`src/tmbt_pkg.sv`:
```
// Shared types, codes and defaults for the topic multicast backlog table.
// No dependencies; every other file depends on this package.
`default_nettype none
package tmbt_pkg;

    localparam int SLOT_COUNT_DEF    = 16;
    localparam int BACKLOG_DEPTH_DEF = 8;
    localparam int TOPIC_BITS_DEF    = 16;
    localparam int MESSAGE_BITS_DEF  = 32;
    localparam int HANDLE_BITS       = 5;
    localparam int COUNT_BITS        = 32;

    typedef enum logic [2:0] {
        CMD_SUB   = 3'd0,
        CMD_PUB   = 3'd1,
        CMD_DRAIN = 3'd2,
        CMD_UNSUB = 3'd3,
        CMD_QDROP = 3'd4,
        CMD_QSUBS = 3'd5,
        CMD_QPEND = 3'd6,
        CMD_NOP   = 3'd7
    } t_cmd;

    typedef enum logic [1:0] {
        ST_OK    = 2'd0,
        ST_BADH  = 2'd1,
        ST_FULL  = 2'd2,
        ST_EMPTY = 2'd3
    } t_status;

    typedef enum logic [2:0] {
        S_IDLE,
        S_WALK,
        S_RESP,
        S_DRAIN,
        S_DWAIT
    } t_state;

    // Control part of the request token that walks the cell chain
    typedef struct packed {
        logic vld;
        t_cmd cmd;
        logic found;
    } t_tok;

    function automatic logic [COUNT_BITS-1:0] sat_add(
        input logic [COUNT_BITS-1:0] a,
        input logic [COUNT_BITS-1:0] b
    );
        logic [COUNT_BITS:0] s;
        s = {1'b0, a} + {1'b0, b};
        return s[COUNT_BITS] ? {COUNT_BITS{1'b1}} : s[COUNT_BITS-1:0];
    endfunction

endpackage
`default_nettype wire

```
`src/tmbt_cell.sv`:
```
// One subscription slot: live mark, topic, backlog queue and drop counter.
// Acts on the request token as it passes and hands it to the next cell.
`default_nettype none
module tmbt_cell #(
    parameter int IDX          = 0,
    parameter int SLOT_W       = 4,
    parameter int DEPTH        = tmbt_pkg::BACKLOG_DEPTH_DEF,
    parameter int TOPIC_BITS   = tmbt_pkg::TOPIC_BITS_DEF,
    parameter int MESSAGE_BITS = tmbt_pkg::MESSAGE_BITS_DEF
) (
    input  wire logic                               i_clk,
    input  wire logic                               i_rst_n,
    input  wire tmbt_pkg::t_tok                     i_tok,
    input  wire logic [TOPIC_BITS-1:0]              i_topic,
    input  wire logic [tmbt_pkg::HANDLE_BITS-1:0]   i_handle,
    input  wire logic [MESSAGE_BITS-1:0]            i_msg,
    input  wire logic [SLOT_W-1:0]                  i_slot,
    input  wire logic [tmbt_pkg::COUNT_BITS-1:0]    i_total,
    input  wire logic                               i_pop,
    output tmbt_pkg::t_tok                          o_tok,
    output logic [TOPIC_BITS-1:0]                   o_topic,
    output logic [tmbt_pkg::HANDLE_BITS-1:0]        o_handle,
    output logic [MESSAGE_BITS-1:0]                 o_msg,
    output logic [SLOT_W-1:0]                       o_slot,
    output logic [tmbt_pkg::COUNT_BITS-1:0]         o_total,
    output logic [MESSAGE_BITS-1:0]                 o_head
);
    import tmbt_pkg::*;

    localparam int CNT_W = $clog2(DEPTH + 1);
    localparam int BW    = (DEPTH > 1) ? $clog2(DEPTH) : 1;

    logic                     r_live;
    logic [TOPIC_BITS-1:0]    r_topic;
    logic [CNT_W-1:0]         r_cnt;
    logic [COUNT_BITS-1:0]    r_drops;
    logic [MESSAGE_BITS-1:0]  r_store [DEPTH];

    t_tok                     r_tok;
    logic [TOPIC_BITS-1:0]    r_tp;
    logic [HANDLE_BITS-1:0]   r_hd;
    logic [MESSAGE_BITS-1:0]  r_msg;
    logic [SLOT_W-1:0]        r_slot;
    logic [COUNT_BITS-1:0]    r_total;

    logic                     hmatch, tmatch, bl_full;
    t_tok                     n_tok;
    logic [SLOT_W-1:0]        n_slot;
    logic [COUNT_BITS-1:0]    n_total;

    assign hmatch  = r_live && (int'(i_handle) == IDX + 1);
    assign tmatch  = r_live && (r_topic == i_topic);
    assign bl_full = (r_cnt >= CNT_W'(DEPTH));

    // Update the token's search and sum fields for this slot
    always_comb begin
        n_tok   = i_tok;
        n_slot  = i_slot;
        n_total = i_total;
        if (i_tok.vld) begin
            case (i_tok.cmd)
                CMD_SUB: begin
                    if (!i_tok.found && !r_live) begin
                        n_tok.found = 1'b1;
                        n_slot      = SLOT_W'(IDX);
                    end
                end
                CMD_DRAIN: begin
                    if (hmatch) begin
                        n_tok.found = 1'b1;
                        n_slot      = SLOT_W'(IDX);
                        n_total     = COUNT_BITS'(r_cnt);
                    end
                end
                CMD_UNSUB: begin
                    if (hmatch) n_tok.found = 1'b1;
                end
                CMD_QDROP: begin
                    if (hmatch) begin
                        n_tok.found = 1'b1;
                        n_total     = r_drops;
                    end
                end
                CMD_QSUBS: begin
                    if (tmatch) n_total = sat_add(i_total, COUNT_BITS'(1));
                end
                CMD_QPEND: begin
                    if (tmatch) n_total = sat_add(i_total, COUNT_BITS'(r_cnt));
                end
                default: ;
            endcase
        end
    end

    // Slot control state
    always_ff @(posedge i_clk) begin
        if (!i_rst_n) begin
            r_live  <= 1'b0;
            r_cnt   <= '0;
            r_drops <= '0;
            r_tok   <= '0;
        end else begin
            r_tok <= n_tok;
            if (i_pop) begin
                r_cnt <= r_cnt - 1'b1;
            end else if (i_tok.vld) begin
                case (i_tok.cmd)
                    CMD_SUB: begin
                        if (!i_tok.found && !r_live) begin
                            r_live  <= 1'b1;
                            r_cnt   <= '0;
                            r_drops <= '0;
                        end
                    end
                    CMD_PUB: begin
                        if (tmatch) begin
                            if (!bl_full) r_cnt <= r_cnt + 1'b1;
                            else          r_drops <= sat_add(r_drops, COUNT_BITS'(1));
                        end
                    end
                    CMD_UNSUB: begin
                        if (hmatch) begin
                            r_live  <= 1'b0;
                            r_cnt   <= '0;
                            r_drops <= '0;
                        end
                    end
                    default: ;
                endcase
            end
        end
    end

    // Topic, backlog queue and token payload
    always_ff @(posedge i_clk) begin
        r_tp    <= i_topic;
        r_hd    <= i_handle;
        r_msg   <= i_msg;
        r_slot  <= n_slot;
        r_total <= n_total;
        if (i_tok.vld && i_tok.cmd == CMD_SUB && !i_tok.found && !r_live)
            r_topic <= i_topic;
        if (i_pop) begin
            for (int k = 0; k < DEPTH - 1; k++) r_store[k] <= r_store[k+1];
        end else if (i_tok.vld && i_tok.cmd == CMD_PUB && tmatch && !bl_full) begin
            r_store[r_cnt[BW-1:0]] <= i_msg;
        end
    end

    assign o_tok    = r_tok;
    assign o_topic  = r_tp;
    assign o_handle = r_hd;
    assign o_msg    = r_msg;
    assign o_slot   = r_slot;
    assign o_total  = r_total;
    assign o_head   = r_store[0];
endmodule
`default_nettype wire

```
`config.mk`:
```
export PLATFORM = sky130hd
export DESIGN_NAME = tmbt_cell
export DESIGN_NICKNAME = d
export VERILOG_FILES = /design/src/tmbt_pkg.sv /design/src/tmbt_cell.sv
export SDC_FILE = /design/constraint.sdc
export NUM_CORES = 1
export LEC_CHECK = 0
export BUFFER_PORTS_ARGS = -buffer_cell sky130_fd_sc_hd__buf_2
export CAP_MARGIN = 20
export CORE_ASPECT_RATIO = 1.75
export CORE_UTILIZATION = 47
export CTS_CLUSTER_SIZE = 10
export DETAILED_ROUTE_END_ITERATION = 16
export HOLD_SLACK_MARGIN = 0.12
export PLACE_DENSITY = 0.79
export SLEW_MARGIN = 25
export SYNTH_ARGS = -nofsm -noshare
export SYNTH_HDL_FRONTEND = slang
export SYNTH_SLANG_ARGS = --single-unit
```
`constraint.sdc`:
```
create_clock -name i_clk -period 6 [get_ports i_clk]
set_input_delay 0.9 -clock i_clk [delete_from_list [all_inputs] [get_ports i_clk]]
set_output_delay 0.9 -clock i_clk [all_outputs]
set_load 0.005 [all_outputs]
```
==> reports/metrics.csv <==
metric,value,unit
status,completed,
synth_area_leaders,"edfxtp_1 (46%), dfxtp_1 (15%), mux2_2 (6.7%)",
antenna_found_initial,2,
clkLatencyLatePin,0.55,ns
grt_pass1_wl,74800,um
grt_max_degree,90,
powerDensity,300,nW/um2
synth_ff_type,edfxtp_1,
drv_cap,0,
path_clk_slew,0.06,ns
place_inst,2039,
layout.cells.non_filler,2123,
rsz0062_at_grt,no,
tns,0,ns
cts.sinks,403,
final_area,20600,um2
dpl.hpwl,33800,um
critical-path-max-stage-delay,0.85,ns
grt_remaining_overflow,0,
synth_area_leader_cell,edfxtp_1,
synth-xor-area-share,0.0104,
grt_pass1_vias,13000,
critPathKind,primary input to flop,
crit_family,simple AND/OR/NAND/NOR gates,
firstDrtPassIters,5,
drcViolationCount,0,
fp.dieH,259,um
synth_compound_area_frac,0.106,
synthMuxAreaShare,0.125,
timing.final.setup_violations,0,
finalHoldViolCount,0,
ctsHoldBuffers,0,
io_buffers,222,
syn_area,17700,um2
max_slew_margin,0.327,
ys_types,71,
cts_resized,0,
period_share,0.700,
initial_core_util,0.479,
cts_inserted_buffers,46,
yosysSeqAreaShare,0.611,
ant_nets,0,
clock_path_buffers,3,
yosysMostFrequentCell,edfxtp_1,
synth_fa_ha_area_frac,0.00680,
dieArea,38400,um2
cts_tree,done,
fmax,238,MHz
required,6.17,ns
cp_cell_sequence,"buf_2, xor2_1, nor4_2, and3_1, nand2_2, nor3_4, buf_4, a41o_2",
rows,93,
wl_met1,16700,um
core-area,36900,um2
p_leak,7.47,nW
htreeDepth,2,
critPathBufInv,2,
io_pins,223,
post-route-util,0.559,
hold_path_class,primary input to flop,
whs,0.473,ns
synth_commonest_cells,"edfxtp_1 (272), dfxtp_1 (131), mux2_2 (105)",
startpoint_type,primary input,
synth_top_family_by_area,multiplexers,
via_count,12600,
pre_cts_ws,1.32,ns
syn-num-nets,1506,
track_usage,0.255,
yosysTopAreaCellShare,0.462,
skew,0.0133,ns
ys_ff_latch,403,
power,6.18,mW
ys_async_sr_fraction,0,
ir_drop,268,uV
routedWlPerCell,22.7,um
areaGrowthSynthToFinish,16.6,%
critPathArrivalTime,4.37,ns
drive_gt1_frac,0.260,
synthCells,1400,
tightest_slew,1.00,ns
first_iter_violations,896,
drv_slew,0,
post_cts.repair.setup_buffers,0,
worstSetupEndpointType,flop,
fin_crit,4.20,ns
crit_path_max_fanout,89,
fp.dieW,149,um
routed-wl-met3,2320,um
clock-root-buffer,clkbuf_16,
viasPerCell,5.95,
top_layer,met5,
nets,1718,
place_area,19200,um2
setup_ws,1.80,ns
synth-edff-count,272,
yosys.area_share.simple,0.116,
routed_wl,48100,um
routed-wl-met2,26300,um
avgSynthCellArea,12.6,um2
place_congestion,1.03,
ys_warn_count,0,
crit_slowest_cell,a41o_2,
-- final timing paths --
check | depth (start not counted) | endpoint | slack [ns] | startpoint
max | 8 | r_store[6][10] | 1.80 | i_topic[12]
min | 1 | o_handle[1] | 0.47 | i_handle[1]
max reg2reg | 7 | r_store[6][10] | 1.90 | r_topic[12]
min reg2reg | 2 | r_drops[31] | 0.52 | r_drops[31]
-- cell type report --
cell class | count | area [um2]
flip-flops and latches | 403 | 10800
multi-input cells | 891 | 6490
inverters | 30 | 113
well taps | 475 | 594
clock buffers | 82 | 1370
diodes | 1 | 2.50
clock inverters | 1 | 5.00
fillers | 2966 | 16300
repair buffers | 240 | 1250
-- cell families after synthesis --
logic type	count (synthesis)
buffers and inverters	106
adder cells (fa/ha/maj)	9
AO/OA/AOI/OAI	290
multiplexers	196
AND/OR/NAND/NOR	375
XOR/XNOR	21
flip-flops	403
-- where the power goes --
group          switching [mW]  internal (mW)  total [mW]
sequential             0.0486           3.11        3.16
combinational           0.261          0.166       0.427
clock                    1.06           1.53        2.59
-- state kept, by name, summed over array words and instances (netlist names) --
name	flops
r_store	256
o_msg	32
o_total	32
r_drops	32
o_topic	16
r_topic	16
o_handle	5
o_tok	5
o_slot	4
r_cnt	4
r_live	1
-- cell usage in the layout, fill, tap and decap left out, types with 9 or more instances in the layout --
master and n:
and2_1 13, inv_1 28, a221o_1 28, and3_1 16, mux2_1 87, nor3b_1 32
a31oi_1 12, o21ai_0 96, clkbuf_1 31, nor3_1 22, nand2_1 86, nor2_1 71
nand4_1 26, buf_2 222, xor2_1 15, nand3_1 32, dfxtp_1 131, edfxtp_1 272
a211oi_1 12, clkbuf_16 49, nor4_1 13, a22oi_1 9, a21oi_1 64, nor2b_1 11
mux2_2 105, buf_4 18
-- per-layer routing --
metal | GRT usage | up-vias
met3 | 0.0317 | 146
li1 | - | 5785
met2 | 0.476 | 529
met1 | 0.268 | 6170
met4 | 0.157 | 2
met5 | 0 | -
Note: power is estimated with default switching activity, not from simulation.
